### src/design/request_dedup_lru_table_defines.svh
// assertion macros for the request dedup lru table
// used by the top-level rtl file that carries concurrent checks; no other dependencies
`ifndef REQUEST_DEDUP_LRU_TABLE_DEFINES_SVH
`define REQUEST_DEDUP_LRU_TABLE_DEFINES_SVH
`ifndef ASSERT_OFF
// check sampled on clock, disabled while reset is high
`define RDLT_ASSERT(lbl, prop, msg) \
   lbl: assert property (@(posedge clock) disable iff (reset) prop) else $error(msg);
// check sampled on clock, also active during reset
`define RDLT_ASSERT_ALWAYS(lbl, prop, msg) \
   lbl: assert property (@(posedge clock) prop) else $error(msg);
`else
`define RDLT_ASSERT(lbl, prop, msg)
`define RDLT_ASSERT_ALWAYS(lbl, prop, msg)
`endif
`endif

### src/design/rdlt_ram.sv
// generic simple dual port ram, one write and one registered read port
// no dependencies
module rdlt_ram #(
   parameter int WIDTH = 8,
   parameter int DEPTH = 16
) (
   input  logic                     clock,
   input  logic                     wr_en,
   input  logic [$clog2(DEPTH)-1:0] wr_addr,
   input  logic [WIDTH-1:0]         wr_data,
   input  logic                     rd_en,
   input  logic [$clog2(DEPTH)-1:0] rd_addr,
   output logic [WIDTH-1:0]         rd_data
);

   logic [WIDTH-1:0] mem_ff [DEPTH];
   logic [WIDTH-1:0] rd_data_ff;

   // write port and registered read port
   always_ff @(posedge clock) begin
      if (wr_en) begin
         mem_ff[wr_addr] <= wr_data;
      end
      if (rd_en) begin
         rd_data_ff <= mem_ff[rd_addr];
      end
   end

   assign rd_data = rd_data_ff;

endmodule

### config.mk
export PLATFORM = sky130hd
export DESIGN_NAME = rdlt_ram
export DESIGN_NICKNAME = d
export VERILOG_FILES = /design/src/design/request_dedup_lru_table_defines.svh /design/src/design/rdlt_ram.sv
export SDC_FILE = /design/constraint.sdc
export NUM_CORES = 1
export LEC_CHECK = 0
export ABC_CLOCK_PERIOD_IN_PS = 1950
export BUFFER_PORTS_ARGS = -buffer_cell sky130_fd_sc_hd__buf_4
export CELL_PAD_IN_SITES_DETAIL_PLACEMENT = 0
export CELL_PAD_IN_SITES_GLOBAL_PLACEMENT = 1
export CORE_MARGIN = 3
export CORE_UTILIZATION = 28
export CTS_BUF_LIST = sky130_fd_sc_hd__clkbuf_4 sky130_fd_sc_hd__clkbuf_8
export CTS_CLUSTER_SIZE = 28
export DETAILED_ROUTE_END_ITERATION = 8
export GPL_ROUTABILITY_DRIVEN = 0
export GPL_TIMING_DRIVEN = 1
export PLACE_DENSITY = 0.45
export SETUP_SLACK_MARGIN = 0.1
export SLEW_MARGIN = 20
export SYNTH_ARGS = -nofsm -noshare
export SYNTH_HDL_FRONTEND = slang
export SYNTH_SLANG_ARGS = --single-unit
### constraint.sdc
create_clock -name clock -period 1.95 [get_ports clock]
set_clock_uncertainty 0.05 [all_clocks]
set_input_delay 0.195 -clock clock [delete_from_list [all_inputs] [get_ports clock]]
set_output_delay 0.195 -clock clock [all_outputs]
set_load 0.005 [all_outputs]
# After elaboration in Yosys (flattened, before gate mapping)
# Memories as Yosys holds them, arrays and structs flattened. A register that Yosys moved wholly into a read port is not among the register bits.
# Cells that the tools add are included.
# op_classes
muxes	2
# ops
operator	count
2-to-1 mux 1 bit	2
# totals
word_cells	3
mem_bits_rw	128
register_bits	0
n_memories	1
input_bits	19
# memory_table
memory	depth	width	read_ports	rd_clocked_by_memory_dff	write_ports	line_no	rtl
mem_ff	16	8	1	1	1	rdlt_ram.sv:16	logic [WIDTH-1:0] mem_ff [DEPTH];

# Longest topological paths before layout
# Gate-level depths: netlist of run 1.
# depth
depth_word	2
ltp_mapped	5
ltp_nobuf	3

# Worst setup path before layout of run 1
# Ideal clock, no wire load.
# synth_timing
path_type	input-to-reg
from	in wr_addr[2]
to	mem mem_ff[0][0] (enable)
cell_stages	2
setup_ns	0.383
path_buffers	0
t_arrival_ns	1.305
path_slack_ns	0.212
cell_sequence	or3b_2 > nor3_1
# synth_rtl
element	line_no	rtl
from (decl)	rdlt_ram.sv:9	input logic [$clog2(DEPTH)-1:0] wr_addr,
to (decl)	rdlt_ram.sv:16	
# No word-level cell before the write port.

==> impl_metrics.py, run 1 <==
metrics = {
    "timing": {
        "tns_ps": 0,
        "fin_crit_sh": 0.8249,
        "worst_pin_slew_ps": 780.7,
        "rsz0062_at_grt": "false",
        "hold_viol": 0,
        "fin_crit_ps": 1609,
        "relSlewSlack": 0.4776,
        "slew_violations": 0,
        "fmax_mhz": 621.7,
        "setup_viol": 0,
    },
    "logic_synthesis": {
        "syn_inst": 229,
        "synth_edf_count": 136,
        "syn_area_um2": 5228,
        "ys_seq_area_frac": 0.7812,
        "synth_top_family_by_area": "multiplexers",
        "synth-xor-area-share": 0,
        "synth_fp_nets": 248,
        "async_reset_ff_frac": 0,
        "ys.flop_type": "edfxtp_1",
        "synth_area_leader_cell": "edfxtp_1",
        "synth_common_cells": "edfxtp_1 (136), mux4_2 (18), a22oi_1 (16)",
        "synth_fa_ha_area_frac": 0,
        "yosys.cell_count.top_type": "edfxtp_1",
        "synth-compound-area-share": 0.02298,
        "synth.top_cell.area_share": 0.7812,
        "synth-seq-cells": 136,
        "synth-simple-area-share": 0.03135,
        "yosys_warnings": 0,
        "synth_cell_types": 18,
        "muxShareOfSynthArea": 0.1479,
        "synth.avg_cell_area_um2": 22.83,
        "synth_area_leaders": "edfxtp_1 (78%), mux4_2 (7.8%), mux4_1 (7.0%)",
    },
    "placement": {
        "dpl.hpwl_mm": 7.784,
        "post_dp_cell_area_um2": 5881,
        "portBuffers": 26,
    },
    "routing": {
        "wl_mm": 11.62,
        "vias": 2461,
        "via_per_inst": 4.617,
        "dr.pass1.iters": 4,
        "dr.max_layer_used": "met4",
        "wl_met3_um": 378,
        "drtAntennaViolNets": 0,
        "drc": 0,
        "drt_iter0_markers": 170,
        "wl_met1_mm": 5.359,
        "met2_length_mm": 5.710,
        "wl_per_cell_um": 21.79,
    },
    "clock_tree": {
        "clk_pin_slew_ps": 70,
        "cts_root_buf": "clkbuf_8",
        "cts_hold_buffers": 2,
        "clkLatencyLatePin_ps": 430,
        "post_cts_buffers": 0,
        "postCtsResizedCells": 0,
        "cts.htree.levels": 4,
        "cts_buffers": 17,
        "clkSinkCount": 136,
        "cts_tree": "yes",
        "clock_path_buffers": 2,
    },
    "setup_path": {
        "critPathTopFamily": "multiplexers",
        "cp-endpoint": "rd_data[4]",
        "startpoint": "mem_ff[9][4]",
        "cp.buffers_inverters": 0,
        "crit_chain": "mux4_1 -> a22oi_1 -> nand2_1",
        "crit_path_end_kind": "register",
        "crit_cells": 3,
        "reg2reg_to": "rd_data[4]",
        "worstSetupStartpointType": "register",
        "critical_path_required_ps": 2070,
        "regToRegStartpoint": "mem_ff[9][4]",
        "reg2reg_depth": 3,
        "ff2ff_setup_slack_ps": 340,
        "crit_arrival_ps": 1730,
        "cp_max_fo": 1,
        "slowest_delay_ps": 510,
        "worst-setup-path-type": "reg2reg",
        "crit_slowest_cell": "mux4_1",
    },
    "global_routing": {
        "grt_max_degree": 17,
        "antenna_found_initial": 0,
        "grt_pass1_wl_mm": 17.54,
        "grtUsageTotal": 0.1249,
        "overflow": 0,
        "grt_pass1_vias": 2668,
    },
    "power_and_ir_drop": {
        "leakage_nw": 2.103,
        "power_density_nw_per_um2": 956.7,
        "irDropWorstVdd_uv": 456.3,
    },
    "floorplan": {
        "coreArea_um2": 18150,
        "die_y_um": 142.6,
        "die-area_um2": 20340,
        "die_w_um": 142.6,
        "start_util": 0.2881,
        "rows": 49,
        "pin_count": 27,
    },
    "outcome": {
        "outcome": "finished, final reports clean",
    },
    "flow_run": {
        "maxCapViolCount": 0,
    },
    "final_layout": {
        "syn_to_final_growth_pct": 20.66,
        "design_area_um2": 6307,
        "nets": 311,
        "drive_gt1_frac": 0.3224,
        "antenna_cells": 0,
    },
    "min_path": {
        "min_path_type": "in2reg",
        "hold_path_startpoint": "wr_data[0]",
    },
}
-- where the power goes --
part | total, mW | leakage [nW] | internal, mW | switching [mW]
Sequential | 3.31 | 1.24 | 3.29 | 0.0184
Clock | 2.37 | 0.206 | 1.39 | 0.985
Combinational | 0.352 | 0.661 | 0.167 | 0.185
Total | 6.03 | 2.10 | 4.85 | 1.19
-- how the worst min path moves through the flow --
stage                     slack, ps  cells after the start       endpoint
after floorplan                 240                      0   mem_ff[0][0]
after global placement          470                      1  mem_ff[12][2]
after detailed placement        480                      1   mem_ff[4][7]
after CTS                         3                      1  mem_ff[13][7]
after global routing              7                      1   mem_ff[7][0]
final                            30                      1   mem_ff[2][0]
-- area by class of cell --
cell class / count / area, um2
tap: 229 / 286.5
sequential: 136 / 4084
timing repair buffer: 54 / 473.0
clock buffer: 19 / 249.0
multi-input combinational: 83 / 1057
clock inverter: 12 / 157.7
fill: 1696 / 11840
-- logic make-up (layout without fill, tap and decap cells) --
group	after synthesis	count (layout)
AND/OR/NAND/NOR	35	35
multiplexers	32	32
AO/OA/AOI/OAI	16	16
buffers and inverters	10	85
flip-flops	136	136
-- metrics by stage --
step | power [mW] | instances | util | hold WS (ps) | setup WS (ps)
floorplan | 3.534 | 229 | - | 243.9 | 212.1
global placement | 3.735 | 500 | 0.3240 | 473.0 | 68.25
detailed placement | 3.737 | 500 | 0.3240 | 476.1 | 53.90
CTS | 6.127 | 533 | 0.3476 | 3.067 | 280.5
global route | 6.296 | 533 | 0.3476 | 7.076 | 219.6
finish | 6.034 | 533 | 0.3476 | 32.59 | 341.5
-- routing by layer --
| metal | vias to the layer above | global-route usage |
|---|---|---|
| met5 | - | 0 |
| met4 | 0 | 0.04652 |
| met3 | 13 | 0.03784 |
| met2 | 44 | 0.1931 |
| met1 | 1303 | 0.1672 |
| li1 | 1101 | - |
-- worst reg2reg max path, cell delays in order (launching register included) --
cell	delay, ps
edfxtp_1	360
mux4_1	510
a22oi_1	340
nand2_1	100
-- sequential cells by signal, indices dropped and copies added, names as in the netlist --
signal / count
mem_ff: 128
rd_data: 8
-- placed cells by master, fill, tap and decap left out, drive strengths merged --
master       synthesis  layout
clkinv               0       7
a22oi               16      16
nor3                 4       4
nor2                13      13
mux4                32      32
dlygate4sd3          0       2
nand2                9       9
nand2b               2       2
bufinv               0       4
clkbuf               0      19
and2b                1       1
nand3                1       1
nand3b               2       2
edfxtp             136     136
buf                  7      52
clkinvlp             0       1
or3b                 1       1
and2                 1       1
nor2b                1       1
(Power assumes the default switching activity.)
==> run 2, diff against run 1 <==
Settings changed: ABC_CLOCK_PERIOD_IN_PS 1950 to 1450, PLACE_DENSITY 0.45 to 0.46.
Clock period 1.95 ns to 1.45 ns, I/O delays scaled along.
==> impl_metrics.py, run 2 (same netlist as run 1, synthesis figures left out) <==
metrics = {
    "power_and_ir_drop": {
        "power_density_nw_per_um2": 1282,
        "irDropWorstVdd_uv": 574.5,
        "leakage_nw": 2.101,
        "report.power.total_mw": 8.200,
    },
    "final_layout": {
        "drive_gt1_frac": 0.3943,
        "nets": 323,
        "stdcell_count": 546,
        "largest_reg_flops": 128,
        "regMostFlops": "mem_ff",
        "finalCoreUtilization": 0.3523,
        "syn_to_final_growth_pct": 22.31,
        "antenna_cells": 0,
        "design_area_um2": 6394,
        "final_common_cell": "edfxtp_1",
        "mostFrequentLayoutCells": "edfxtp_1 (136), buf_4 (53), mux4_2 (32)",
    },
    "outcome": {
        "violations": "negative setup slack",
        "outcome": "finished, violations left",
    },
    "timing": {
        "setup_viol": 3,
        "rsz0062_at_grt": "true",
        "worst_pin_slew_ps": 890.5,
        "hold_viol": 0,
        "layout_setup_ws_ps": -40.77,
        "relSlewSlack": 0.4051,
        "fin_crit_sh": 1.028,
        "fmax_mhz": 670.8,
        "slew_violations": 0,
        "fin_crit_ps": 1491,
    },
    "global_routing": {
        "grt_pass1_wl_mm": 17.01,
        "grt_pass1_vias": 2676,
        "grtUsageTotal": 0.1192,
        "antenna_found_initial": 0,
        "grt_max_degree": 17,
        "overflow": 0,
    },
    "floorplan": {
        "pin_count": 27,
        "coreArea_um2": 18150,
        "die_w_um": 142.6,
        "die-area_um2": 20340,
        "start_util": 0.2881,
        "rows": 49,
        "die_y_um": 142.6,
    },
    "placement": {
        "dpl.cell_count": 505,
        "post_dp_cell_area_um2": 5872,
        "portBuffers": 26,
        "dpl.hpwl_mm": 7.308,
        "pre_cts_slack_ps": -299.0,
    },
    "routing": {
        "wl_per_cell_um": 20.54,
        "drt_iter0_markers": 200,
        "drtAntennaViolNets": 0,
        "dr.pass1.iters": 4,
        "via_per_inst": 4.606,
        "drc": 0,
        "vias": 2515,
        "wl_mm": 11.22,
    },
    "setup_path": {
        "worst-setup-path-type": "reg2reg",
        "reg2reg_depth": 4,
        "cp_max_fo": 1,
        "worstSetupStartpointType": "register",
        "ff2ff_setup_slack_ps": -40,
        "cp-endpoint": "rd_data[5]",
        "reg2reg_to": "rd_data[5]",
        "startpoint": "mem_ff[8][5]",
        "crit_path_end_kind": "register",
        "critical_path_required_ps": 1600,
        "regToRegStartpoint": "mem_ff[8][5]",
        "crit_arrival_ps": 1640,
    },
    "clock_tree": {
        "cts_tree": "yes",
        "clkLatencyLatePin_ps": 440,
        "cts_buffers": 17,
        "cts_root_buf": "clkbuf_8",
        "clock_path_buffers": 2,
        "clkSinkCount": 136,
        "clk_pin_slew_ps": 70,
        "cts.htree.levels": 4,
    },
    "min_path": {
        "min_path_type": "in2reg",
    },
    "flow_run": {
        "maxCapViolCount": 0,
    },
}
[run 2: repair_timing]
| action | CTS | global route |
|---|---|---|
| endpoints found under the setup margin | 8 | 8 |
| setup buffers | 0 | 0 |
| hold buffers | 9 | 0 |
| gates cloned | 0 | 0 |
| hold endpoints to repair | 136 | 0 |
| gates resized for setup | 5 | 1 |
[run 2: layer usage]
| metal | GRT usage | share of wire | up-vias |
|---|---|---|---|
| li1 | - | - | 1114 |
| met1 | 0.1550 | 0.44 | 1319 |
| met2 | 0.1902 | 0.50 | 66 |
| met3 | 0.03081 | 0.051 | 16 |
| met4 | 0.05103 | 0.018 | 0 |
| met5 | 0 | 0 | - |
[run 2: worst max-delay path: stages (launching register included)]
cell and delay (ps):
edfxtp_1 370, mux4_2 470, a22oi_2 160, buf_4 150, nand2_2 50
[run 2: power breakdown]
part           internal [mW]  switching, mW  total (mW)
Combinational          0.250          0.253       0.503
Clock                   1.89           1.35        3.25
Sequential              4.43         0.0254        4.45
[run 2: cell type report]
cell class | instances | area, um2
fillers | 1698 | 11750
flip-flops and latches | 136 | 4084
multi-input cells | 83 | 1042
repair buffers | 66 | 568.0
well taps | 229 | 286.5
clock buffers | 20 | 256.5
clock inverters | 12 | 156.4
[run 2: worst min-delay path by stage]
stage | to | cells after the start | from | slack (ps)
floorplan | mem_ff[0][0] | 0 | wr_data[0] | 190
global placement | mem_ff[7][0] | 1 | wr_data[0] | 410
detailed placement | mem_ff[6][0] | 1 | wr_data[0] | 420
CTS | mem_ff[0][6] | 3 | wr_addr[1] | 160
global route | mem_ff[4][3] | 3 | wr_addr[1] | 170
finish | mem_ff[4][6] | 3 | wr_addr[1] | 190
[run 2: per-stage QoR]
step | TNS (ps) | hold slack, ps
after global routing | -470.8 | 173.5
after global placement | -2827 | 407.5
final | -95.27 | 194.2
after CTS | -213.4 | 164.9
after floorplan | -267.3 | 193.9
after detailed placement | -3285 | 418.2
