$ cat config.mk
export PLATFORM = sky130hd
export DESIGN_NAME = rdlt_match
export DESIGN_NICKNAME = d
export VERILOG_FILES = /design/src/design/request_dedup_lru_table_defines.svh /design/src/design/rdlt_pkg.sv /design/src/design/rdlt_match.sv
export SDC_FILE = /design/constraint.sdc
export NUM_CORES = 1
export LEC_CHECK = 0
export BUFFER_PORTS_ARGS = -buffer_cell sky130_fd_sc_hd__buf_2
export CAP_MARGIN = 20
export CORE_MARGIN = 10
export CORE_UTILIZATION = 34
export CTS_CLUSTER_DIAMETER = 60
export CTS_CLUSTER_SIZE = 40
export DETAILED_ROUTE_END_ITERATION = 10
export GPL_TIMING_DRIVEN = 0
export PLACE_DENSITY = 0.8
export SETUP_SLACK_MARGIN = 0.05
export SYNTH_ARGS = -nofsm -noshare
export SYNTH_HDL_FRONTEND = slang
export SYNTH_SLANG_ARGS = --single-unit
$ cat constraint.sdc
create_clock -name clock -period 2.4 [get_ports clock]
set_input_delay 0.36 -clock clock [delete_from_list [all_inputs] [get_ports clock]]
set_output_delay 0.36 -clock clock [all_outputs]
set_load 0.02 [all_outputs]
$ cat src/design/request_dedup_lru_table_defines.svh
// assertion macros for the request dedup lru table
// used by the top-level rtl file that carries concurrent checks; no other dependencies
`ifndef REQUEST_DEDUP_LRU_TABLE_DEFINES_SVH
`define REQUEST_DEDUP_LRU_TABLE_DEFINES_SVH
`ifndef ASSERT_OFF
// check sampled on clock, disabled while reset is high
`define RDLT_ASSERT(lbl, prop, msg) \
   lbl: assert property (@(posedge clock) disable iff (reset) prop) else $error(msg);
// check sampled on clock, also active during reset
`define RDLT_ASSERT_ALWAYS(lbl, prop, msg) \
   lbl: assert property (@(posedge clock) prop) else $error(msg);
`else
`define RDLT_ASSERT(lbl, prop, msg)
`define RDLT_ASSERT_ALWAYS(lbl, prop, msg)
`endif
`endif

$ cat src/design/rdlt_pkg.sv
// shared types and sizes for the request dedup lru table
// no dependencies
package rdlt_pkg;

   localparam int ENTRIES    = 64;
   localparam int KEY_BITS   = 64;
   localparam int VALUE_BITS = 64;
   localparam int IDX_W      = $clog2(ENTRIES);
   localparam int CNT_W      = $clog2(ENTRIES + 1);
   localparam int RANK_W     = IDX_W;

   localparam logic FUNC_CHECK  = 1'b0;
   localparam logic FUNC_RECORD = 1'b1;

   // result of a key search pass
   typedef struct packed {
      logic              hit;
      logic [IDX_W-1:0]  hit_slot;
      logic [RANK_W-1:0] hit_rank;
      logic [IDX_W-1:0]  victim_slot;
   } match_type;

   typedef enum logic [4:0] {
      ST_IDLE   = 5'b00001,
      ST_SEARCH = 5'b00010,
      ST_DECIDE = 5'b00100,
      ST_UPDATE = 5'b01000,
      ST_RESP   = 5'b10000
   } state_type;

endpackage

$ cat src/design/rdlt_match.sv
// search accumulator: compares streamed keys against the request key and ranks against zero
// depends on rdlt_pkg
module rdlt_match
   import rdlt_pkg::*;
(
   input  logic                clock,
   input  logic                reset,
   input  logic                clear,
   input  logic                sample,
   input  logic [IDX_W-1:0]    slot,
   input  logic [KEY_BITS-1:0] key_rd,
   input  logic [KEY_BITS-1:0] key_req,
   input  logic [RANK_W-1:0]   rank_rd,
   output match_type           match
);

   match_type match_ff, match_in;

   // keep the first matching slot and the slot that holds rank zero
   always_comb begin
      match_in = match_ff;
      if (clear) begin
         match_in.hit = 1'b0;
      end else if (sample) begin
         if (!match_ff.hit && key_rd == key_req) begin
            match_in.hit      = 1'b1;
            match_in.hit_slot = slot;
            match_in.hit_rank = rank_rd;
         end
         if (rank_rd == '0) begin
            match_in.victim_slot = slot;
         end
      end
   end

   always_ff @(posedge clock) begin
      if (reset) begin
         match_ff <= '0;
      end else begin
         match_ff <= match_in;
      end
   end

   assign match = match_ff;

endmodule

==> Word level (Yosys, flattened, before mapping) <==
Index checks and enable logic that the tools add are counted.
{ "op_classes": {"n_reduce_logical": 7, "n_eq_ne": 1, "n_bitwise": 1} }
{ "op_table": {"columns": ["op", "n"], "rows": [
  ["equality test 64 bit", 1],
  ["zero test 6 bit", 1],
  ["AND reduction 3 bit", 2],
  ["AND reduction 2 bit", 1],
  ["OR reduction 2 bit", 1],
  ["logical AND 1 bit", 1],
  ["zero test 1 bit", 1],
  ["inverter 1 bit", 1]
]} }
{ "totals": {"reg_bits": 19, "input_bits": 144, "out_inout_bits": 19, "wordCells": 13} }

==> Longest topological paths before layout <==
Gate-level depths: netlist of run 1.
{ "depth": {"word_depth": 3, "depth_mapped": 7, "ltp_nobuf": 6} }

==> Worst setup path after synthesis of run 1 <==
OpenSTA, ideal clock, no wires.
{ "synth_timing": {"path_kind": "input port to flip-flop", "from": "in key_req[10]", "to": "reg match_ff, in the netlist match[13]", "path_buffers": 1, "setup_time_ps": 132, "cell_stages": 7, "setup_slack_ps": 560, "t_arrival_ps": 1708, "cell_sequence": "xnor2_1 o21ai_1 or4_4 or3_4 buf_6 o21ai_1 a21oi_1"} }
{ "synth_between": {"elab_chain_cells": 3} }
{ "synth_rtl": {"columns": ["item", "line_no", "source"], "rows": [
  ["start: declaration", "rdlt_match.sv:12", "input logic [KEY_BITS-1:0] key_req,"],
  ["equality test 64 bit", "rdlt_match.sv:25", "if (!match_ff.hit && key_rd == key_req) begin"],
  ["logical AND 1 bit", "rdlt_match.sv:25", null],
  ["AND reduction 3 bit (no source line)", null, null],
  ["end signal: assignment", "rdlt_match.sv:40", "match_ff <= match_in;"],
  ["end: declaration", "rdlt_match.sv:17", "match_type match_ff, match_in;"]
]} }
No other way between the ends.
A chain may end at the register's enable or synchronous reset.

==> Worst setup path after layout of run 1 <==
{ "layout_timing": {"from": "in key_rd[2]", "to": "reg match_ff, in the netlist match[15]"} }
{ "layout_between": {"elab_chain_cells": 3} }
{ "layout_rtl": {"columns": ["item", "line_no", "source"], "rows": [
  ["start: declaration", "rdlt_match.sv:11", "input logic [KEY_BITS-1:0] key_rd,"],
  ["equality test 64 bit", "rdlt_match.sv:25", null],
  ["logical AND 1 bit", "rdlt_match.sv:25", null],
  ["AND reduction 3 bit (no source line)", null, null]
]} }
No other way between the ends.

==> impl_metrics.toml, run 1 <==
[run_status]
status = "finished clean"

[worst_hold_path]
hold_depth = 3
hold_start = "slot[1]"
hp-class = "input port to flip-flop"
hold_end = "match[1]$_SDFFE_PP0P_"

[setup_path]
worst_setup_path_start_kind = "input port"
cp_slowest_stage_delay_ns = 0.42
critPathRequiredTime_ns = 2.52
slowest_stage = "or3_4"
reg2reg_depth = 5
crit_buf_inv = 2
crit_chain = "buf_2 -> nor2b_1 -> a2111oi_0 -> nand4_1 -> or3_4 -> buf_6 -> o21ai_1 -> a21oi_1"
startpoint = "key_rd[2]"
cp_top_family = "simple AND/OR/NAND/NOR gates"
r2r-end = "match[15]$_SDFFE_PP0P_"
path_class = "input port to flip-flop"
cp_max_fo = 10
arrival_ns = 1.96
reg2reg_from = "match[18]$_SDFFE_PP0P_"
r2r_slack_ns = 0.69
end_kind = "flip-flop"

[timing]
fin_crit_sh = 0.763
holdWs_ns = 0.358
maxSlewHeadroom = 0.694
final_hold_viol_count = 0
rsz0062_at_grt = "false"
setup_tns_ns = 0
worst_pin_slew_ns = 0.459
finalSetupViolCount = 0
fin_skew_ns = 0.00209
layout_min_cycle_time_ns = 1.83
fmax_mhz = 546
maxSlewViolCount = 0
setup_ws_ns = 0.568

[finish]
fill_cells = 386
utilization = 0.581
finalNetCount = 484
drive_gt1_frac = 0.501
layout_common_cells = "buf_2, xnor2_1, dfxtp_1, nand4_1, a21oi_1"
final_common_cell = "buf_2"
fin_area_um2 = 2370
largest_register_ffs = 19
synthToLayoutAreaGrowth_pct = 62.6
antenna_cells = 0

[cts]
cts_buffers = 3
ctsResizeCount = 0
clockBufferDepth = 2
clk_pin_slew_ns = 0.07
root_buffer = "clkbuf_8"
post_cts_buffers = 0
insertion_delay_ns = 0.25
htreeDepth = 1
postCtsHoldBufs = 0
cts_tree = "yes"
cts_sinks = 19

[global_routing]
grt_max_degree = 11
grt_use_total = 0.149
grt_pass1_wl_mm = 9.20
overflow = 0
grt_antenna_before_repair = 0
grt_pass1_vias = 2054

[synth]
synth-seq-cells = 19
syn-num-nets = 318
netlist_area_um2 = 1460
avgSynthCellArea_um2 = 8.39
yosysSeqAreaShare = 0.260
yosysUniqueCellTypes = 26
synth_cells = 174
yosysWarnings = 0

[placed_design]
numPortBuffers = 161
hpwl_mm = 5.33
place_congestion = 0.810
pre_cts_slack_ns = 0.296
dpl_cell_area_um2 = 2330

[routing]
via_per_inst = 4.68
drt_iter0_markers = 54
wl_per_cell_um = 14.9
drc_errors = 0
num_vias = 1821
wl_mm = 5.81
drt-pass1-iter-count = 4
drtAntennaViolNets = 0

[power]
p_comb_frac = 0.319
p_per_area_nw_per_um2 = 330
power_frac_clock = 0.278
netSwitchingPower_uw = 196
sequentialPowerShare = 0.403
power.share.switching = 0.250
p_leak_nw = 1.15
power.internal_uw = 587
ir_worst_vdd_mv = 0.163

[die]
die_area_um2 = 7320
io_pins = 163
die-height_um = 85.5
rows = 23
start_util = 0.357
coreArea_um2 = 4090
dieWidth_um = 85.5

[run]
maxCapViolCount = 0
## worst max-delay path by stage
stage / depth (start not counted) / slack, ns / to
2_1_floorplan: 7 / 0.56 / match[13]$_SDFFE_PP0P_
3_3_place_gp: 8 / 0.35 / match[15]$_SDFFE_PP0P_
3_5_place_dp: 8 / 0.30 / match[14]$_SDFFE_PP0P_
4_1_cts: 8 / 0.56 / match[16]$_SDFFE_PP0P_
5_1_grt: 8 / 0.37 / match[17]$_SDFFE_PP0P_
6_report: 8 / 0.57 / match[15]$_SDFFE_PP0P_
## per-layer routing
layer / GRT usage / vias up / part of all wire
met3: 0.0577 / 4 / 0.10
met1: 0.152 / 786 / 0.38
li1: - / 938 / -
met2: 0.277 / 93 / 0.51
met4: 0.0314 / 0 / 0.0081
met5: 0 / - / 0
## synth_stat cells
cell	count	area [µm²]
inv_1	1	3.75
buf_1	1	3.75
or3_4	1	11.3
or4_4	1	11.3
xor2_1	12	105
a21oi_1	13	65.1
nand3_1	12	60.1
and4_1	1	8.76
nand4_1	13	81.3
nand2b_1	1	6.26
clkbuf_1	2	7.51
o21ai_0	2	10.0
buf_6	1	11.3
xnor2_1	49	429
o21ai_1	11	55.1
nor4_1	5	31.3
nor2_1	8	30.0
nor2b_1	5	31.3
a2111oi_0	1	8.76
buf_4	1	7.51
mux2i_1	6	60.1
nor3_2	1	10.0
nand2_1	3	11.3
nor3_1	3	15.0
buf_2	1	5.00
dfxtp_1	19	380
## stage by stage
step / power, mW / std cells
2_1_floorplan: 0.427 / 174
3_3_place_gp: 0.567 / 385
3_5_place_dp: 0.574 / 385
4_1_cts: 0.789 / 389
5_1_grt: 0.828 / 389
6_report: 0.783 / 389
## worst reg2reg max path, cell delays in order, from the launching register on
cell and delay (ns):
dfxtp_1 0.33, or4_4 0.54, or3_4 0.36, buf_6 0.15, o21ai_1 0.13, a21oi_1 0.07
## layout make-up
class | count | area [µm²] | area share
multi-input combinational | 148 | 1040 | 0.439
timing repair buffer | 161 | 806 | 0.339
sequential | 19 | 380 | 0.160
tap | 50 | 62.6 | 0.0264
clock buffer | 4 | 45.0 | 0.0190
buffer | 6 | 35.0 | 0.0148
inverter | 1 | 3.75 | 0.00158
## power by group through the flow
| stage | Combinational [mW] | Sequential (mW) | Clock, mW |
|---|---|---|---|
| after detailed placement | 0.252 | 0.323 | 0 |
| after global routing | 0.277 | 0.315 | 0.236 |
| after CTS | 0.252 | 0.315 | 0.222 |
| final | 0.249 | 0.315 | 0.218 |
| after floorplan | 0.105 | 0.323 | 0 |
| after global placement | 0.244 | 0.323 | 0 |
## cell families (layout without fill, tap and decap cells)
kind of cell           after synthesis  count (layout)  synth area share
buffers and inverters                7             172            0.0266
multiplexers                         6               6            0.0411
AND/OR/NAND/NOR                     54              54             0.211
XOR/XNOR                            61              61             0.366
AO/OA/AOI/OAI                       27              27            0.0951
flip-flops                          19              19             0.260
(Power assumes the default switching activity.)
==> run 2, diff against run 1 <==
--- a/config.mk
+++ b/config.mk
@@ -8,12 +8,12 @@
 export BUFFER_PORTS_ARGS = -buffer_cell sky130_fd_sc_hd__buf_2
 export CAP_MARGIN = 20
 export CORE_MARGIN = 10
-export CORE_UTILIZATION = 34
+export CORE_UTILIZATION = 31
 export CTS_CLUSTER_DIAMETER = 60
 export CTS_CLUSTER_SIZE = 40
 export DETAILED_ROUTE_END_ITERATION = 10
 export GPL_TIMING_DRIVEN = 0
-export PLACE_DENSITY = 0.8
+export PLACE_DENSITY = 0.77
 export SETUP_SLACK_MARGIN = 0.05
 export SYNTH_ARGS = -nofsm -noshare
 export SYNTH_HDL_FRONTEND = slang
==> constraint.sdc (replaced) <==
create_clock -name clock -period 1.5 [get_ports clock]
set_input_delay 0.225 -clock clock [delete_from_list [all_inputs] [get_ports clock]]
set_output_delay 0.225 -clock clock [all_outputs]
set_load 0.02 [all_outputs]
==> run 2 against run 1 <==
Compared with the run above:
- the flow now finishes with violations (negative setup slack)
- non-clock buffer count grew 1
- sequential share of layout area shrank 0.24 points
- die area grew 7.4%
- design area grew 1.8%
- count of clock-buffer cells in the layout is the same
- final cell count grew 0.77%
- first-iteration DRC count is the same
- sequential power grew 60%
==> impl_metrics.toml, run 2 (synthesized netlist as in run 1, its figures left out) <==
[timing]
holdWs_ns = 0.225
setup_ws_ns = -0.200
maxSlewViolCount = 0
layout_min_cycle_time_ns = 1.70
fin_crit_sh = 1.13
fmax_mhz = 588
maxSlewHeadroom = 0.708
rsz0062_at_grt = "true"
fin_skew_ns = 0.00356
finalSetupViolCount = 13
final_hold_viol_count = 0
worst_pin_slew_ns = 0.437

[global_routing]
grt_pass1_vias = 2070
grt_max_degree = 11
grt_antenna_before_repair = 0
overflow = 0
grt_pass1_wl_mm = 9.11
grt_use_total = 0.143

[cts]
cts_sinks = 19
root_buffer = "clkbuf_8"
htreeDepth = 1
cts_buffers = 3
cts_tree = "yes"
clockBufferDepth = 2
insertion_delay_ns = 0.25
clk_pin_slew_ns = 0.07

[setup_path]
end_kind = "flip-flop"
path_class = "flip-flop to flip-flop"
cp_max_fo = 10
r2r_slack_ns = -0.20
reg2reg_depth = 5
cp-endpoint = "match[13]$_SDFFE_PP0P_"
startpoint = "match[18]$_SDFFE_PP0P_"
slowest_stage = "or4_4"
r2r-end = "match[13]$_SDFFE_PP0P_"
critPathRequiredTime_ns = 1.62
cp.depth = 5
crit_chain = "or4_4 -> or3_4 -> buf_6 -> o21ai_1 -> a21oi_1"
crit_buf_inv = 1
worst_setup_path_start_kind = "flip-flop"
cp_slowest_stage_delay_ns = 0.53
reg2reg_from = "match[18]$_SDFFE_PP0P_"
cp_top_family = "simple AND/OR/NAND/NOR gates"
arrival_ns = 1.82

[routing]
wl_mm = 5.92
drt-pass1-iter-count = 4
num_vias = 1860
wl_per_cell_um = 15.1
drt_iter0_markers = 54
via_per_inst = 4.74
drtAntennaViolNets = 0
drc_errors = 0

[worst_hold_path]
hold_start = "slot[5]"
hp-class = "input port to flip-flop"

[finish]
layout_common_cells = "buf_2, xnor2_1, dfxtp_1, nand4_1, a21oi_1"
largest_register_ffs = 19
drive_gt1_frac = 0.524
final_common_cell = "buf_2"
antenna_cells = 0
synthToLayoutAreaGrowth_pct = 65.6
fill_cells = 422
finalNetCount = 485

[power]
power.share.switching = 0.249
power.internal_uw = 941
p_leak_nw = 1.16
sequentialPowerShare = 0.403
ir_worst_vdd_mv = 0.277
p_comb_frac = 0.322
netSwitchingPower_uw = 313
power_frac_clock = 0.276
p_per_area_nw_per_um2 = 519

[die]
die_area_um2 = 7860
rows = 24
io_pins = 163
coreArea_um2 = 4440
start_util = 0.329
dieWidth_um = 88.6
die-height_um = 88.6

[placed_design]
place_congestion = 0.767
hpwl_mm = 5.40
pre_cts_slack_ns = -0.430
numPortBuffers = 161

[run]
maxCapViolCount = 0

[run_status]
violations = "negative setup slack"
status = "finished, violations left"
run 2: cell types whose count changed in the layout (fill, tap and decap cells not counted), sizes merged:
cell and delta:
clkbuf +1
run 2: worst min-delay path by stage:
stage / slack, ns / end / depth (start not counted)
6_report: 0.23 / match[5]$_SDFFE_PP0P_ / 3
4_1_cts: 0.23 / match[5]$_SDFFE_PP0P_ / 3
3_5_place_dp: 0.47 / match[16]$_SDFFE_PP0P_ / 2
2_1_floorplan: 0.37 / match[0]$_SDFFE_PP0P_ / 2
5_1_grt: 0.22 / match[1]$_SDFFE_PP0P_ / 3
3_3_place_gp: 0.46 / match[9]$_SDFFE_PP0P_ / 2
run 2: layout make-up:
class	instances	area, µm²	area share
plain buffers	6	38.8	0.0160
well taps	52	65.1	0.0269
inverters	1	3.75	0.00155
multi-input cells	148	1070	0.443
flip-flops and latches	19	382	0.158
repair buffers	162	813	0.336
clock buffers	4	45.0	0.0186
run 2: routing by layer:
| layer | wire length [µm] | track usage | up-vias |
|---|---|---|---|
| met4 | 70 | 0.0338 | 0 |
| met1 | 2150 | 0.142 | 813 |
| met2 | 3000 | 0.271 | 97 |
| met3 | 702 | 0.0551 | 6 |
| li1 | - | - | 944 |
| met5 | 0 | 0 | - |
run 2: through the flow:
step | util | setup TNS, ns | cell area [µm²] | cells | power [mW]
after floorplan | - | -2.18 | 1470 | 174 | 0.686
after global placement | 0.526 | -5.52 | 2340 | 387 | 0.909
after detailed placement | 0.526 | -5.25 | 2340 | 387 | 0.921
after CTS | 0.538 | -2.31 | 2390 | 391 | 1.27
after global routing | 0.544 | -3.17 | 2420 | 392 | 1.33
final | 0.544 | -2.25 | 2420 | 392 | 1.25
run 2: power by group through the flow:
stage | sequential [mW] | combinational (mW) | clock, mW
after floorplan | 0.517 | 0.169 | 0
after global placement | 0.516 | 0.393 | 0
after detailed placement | 0.516 | 0.404 | 0
after CTS | 0.505 | 0.406 | 0.355
after global routing | 0.504 | 0.448 | 0.379
final | 0.505 | 0.403 | 0.346
run 2: worst reg2reg max path: cells and delay by family, from the launching register on:
family,cells,cell delay [ns]
and+or+nand+nor,2,0.89
DFF,1,0.33
AOI/OAI and AO/OA,2,0.19
buffers and inverters,1,0.16
run 2: repair_timing:
item                                    CTS  global route
cloned                                    0             0
hold buffers                              0             0
buffers inserted                          0             1
gates resized for setup                   2             8
endpoints found under the setup margin   13            13
==> run 3, diff against run 2 <==
--- a/config.mk
+++ b/config.mk
@@ -15,6 +15,7 @@
 export GPL_TIMING_DRIVEN = 0
 export PLACE_DENSITY = 0.77
 export SETUP_SLACK_MARGIN = 0.05
+export SKIP_LAST_GASP = 1
 export SYNTH_ARGS = -nofsm -noshare
 export SYNTH_HDL_FRONTEND = slang
 export SYNTH_SLANG_ARGS = --single-unit
==> constraint.sdc (replaced) <==
create_clock -name clock -period 1.5 [get_ports clock]
set_input_delay 0.3 -clock clock [delete_from_list [all_inputs] [get_ports clock]]
set_output_delay 0.3 -clock clock [all_outputs]
set_load 0.1 [all_outputs]
==> run 3 against run 2 <==
Compared with the run above:
- the run still ends with negative setup slack left
- clock skew is essentially flat
- critical path type unchanged
- core utilization increased by 1.1 points
- sequential share of layout area decreased by 0.21 points
- count of clock-buffer cells in the layout did not move
- via count decreased by 1.5%
- routed wire length increased by 3.8%
- register-to-register slack worse by 0.09 ns
- total power up 1.1%
- clock power up 2%
==> impl_metrics.toml, run 3 (synthesized netlist as in run 1, its figures left out) <==
[setup_path]
critPathRequiredTime_ns = 1.62
startpoint = "match[18]$_SDFFE_PP0P_"
cp.depth = 5
worst_setup_path_start_kind = "flip-flop"
end_kind = "flip-flop"
cp_top_family = "simple AND/OR/NAND/NOR gates"
crit_buf_inv = 1
path_class = "flip-flop to flip-flop"
arrival_ns = 1.90
cp_max_fo = 10
reg2reg_from = "match[18]$_SDFFE_PP0P_"
cp_slowest_stage_delay_ns = 0.55
slowest_stage = "or4_4"
reg2reg_depth = 5
crit_chain = "or4_4 -> or3_4 -> buf_8 -> o21ai_1 -> a21oi_1"

[worst_hold_path]
hold_depth = 3
hp-class = "input port to flip-flop"
hold_start = "slot[0]"

[timing]
final_hold_viol_count = 0
worst_pin_slew_ns = 0.511
maxSlewHeadroom = 0.661
fin_crit_sh = 1.19
setup_ws_ns = -0.286
maxSlewViolCount = 0
setup_tns_ns = -3.28
layout_min_cycle_time_ns = 1.79
holdWs_ns = 0.298
finalSetupViolCount = 13
fmax_mhz = 560
rsz0062_at_grt = "true"
fin_skew_ns = 0.00404

[power]
netSwitchingPower_uw = 326
p_leak_nw = 1.20
sequentialPowerShare = 0.397
p_per_area_nw_per_um2 = 514
total_power_mw = 1.27
p_comb_frac = 0.326
power.internal_uw = 943
ir_worst_vdd_mv = 0.275
power.share.switching = 0.257
power_frac_clock = 0.278

[global_routing]
grt_use_total = 0.147
grt_pass1_wl_mm = 9.33
grt_max_degree = 11
grt_antenna_before_repair = 0
overflow = 0
grt_pass1_vias = 2066

[placed_design]
hpwl_mm = 5.50
pre_cts_slack_ns = -0.527
placed_cells = 387
place_congestion = 0.813
numPortBuffers = 161
dpl_cell_area_um2 = 2340

[die]
rows = 24
dieWidth_um = 88.6
start_util = 0.329
io_pins = 163
die-height_um = 88.6
die_area_um2 = 7860
coreArea_um2 = 4440

[routing]
num_vias = 1833
wl_mm = 6.14
drt_iter0_markers = 66
drtAntennaViolNets = 0
wl_per_cell_um = 15.7
drc_errors = 0
drt-pass1-iter-count = 4
via_per_inst = 4.68

[finish]
finalNetCount = 485
final_common_cell = "buf_2"
layout_common_cells = "buf_2, xnor2_1, dfxtp_1, nand4_1, a21oi_1"
fin_area_um2 = 2470
largest_register_ffs = 19
drive_gt1_frac = 0.541
stdcell_count = 392
utilization = 0.555
synthToLayoutAreaGrowth_pct = 68.9
antenna_cells = 0

[cts]
clk_pin_slew_ns = 0.07
cts_buffers = 3
insertion_delay_ns = 0.25
clockBufferDepth = 2
cts_sinks = 19
cts_tree = "yes"
root_buffer = "clkbuf_8"
htreeDepth = 1

[run_status]
status = "finished, violations left"
violations = "negative setup slack"

[run]
maxCapViolCount = 0
==> run 3: cell counts in the layout (fill, tap and decap cells not counted) <==
No cell type changed its count.
==> run 3: layer usage <==
metal  vias up  routed length (µm)  GRT usage
met5         -                   0          0
met4         0                  14     0.0308
met3         2                 660     0.0542
met2        88                3180      0.275
met1       800                2280      0.153
li1        943                   -          -
==> run 3: final timing paths <==
check | slack, ns | end
worst min-delay path | 0.30 | match[0]$_SDFFE_PP0P_
worst max register to register | -0.29 | match[14]$_SDFFE_PP0P_
worst min register to register | 0.46 | match[16]$_SDFFE_PP0P_
worst max-delay path | -0.29 | match[14]$_SDFFE_PP0P_
==> run 3: worst min-delay path: cells and delay by family <==
kind | cells | cell delay, ns
buf+inv | 1 | 0.09
simple gates | 1 | 0.07
mux | 1 | 0.06
==> run 3: power groups by stage <==
stage	clock network, mW	registers [mW]	logic [mW]
final	0.352	0.503	0.413
after global routing	0.392	0.503	0.455
after floorplan	0	0.517	0.169
after CTS	0.358	0.503	0.411
after global placement	0	0.514	0.397
after detailed placement	0	0.514	0.405
==> run 3: final cells by class <==
cell class	instances	area, µm²
flip-flops and latches	19	384
inverters	1	3.75
repair buffers	162	820
fillers	397	1980
clock buffers	4	45.0
multi-input cells	148	1110
plain buffers	6	42.5
well taps	52	65.1
==> run 3: timing repair <==
action                                  in CTS  in global routing
cloned                                       0                  0
resized for setup                            5                 15
setup buffers                                1                  0
hold buffers                                 0                  0
endpoints found under the setup margin      13                 13
pin swaps                                    2                  3
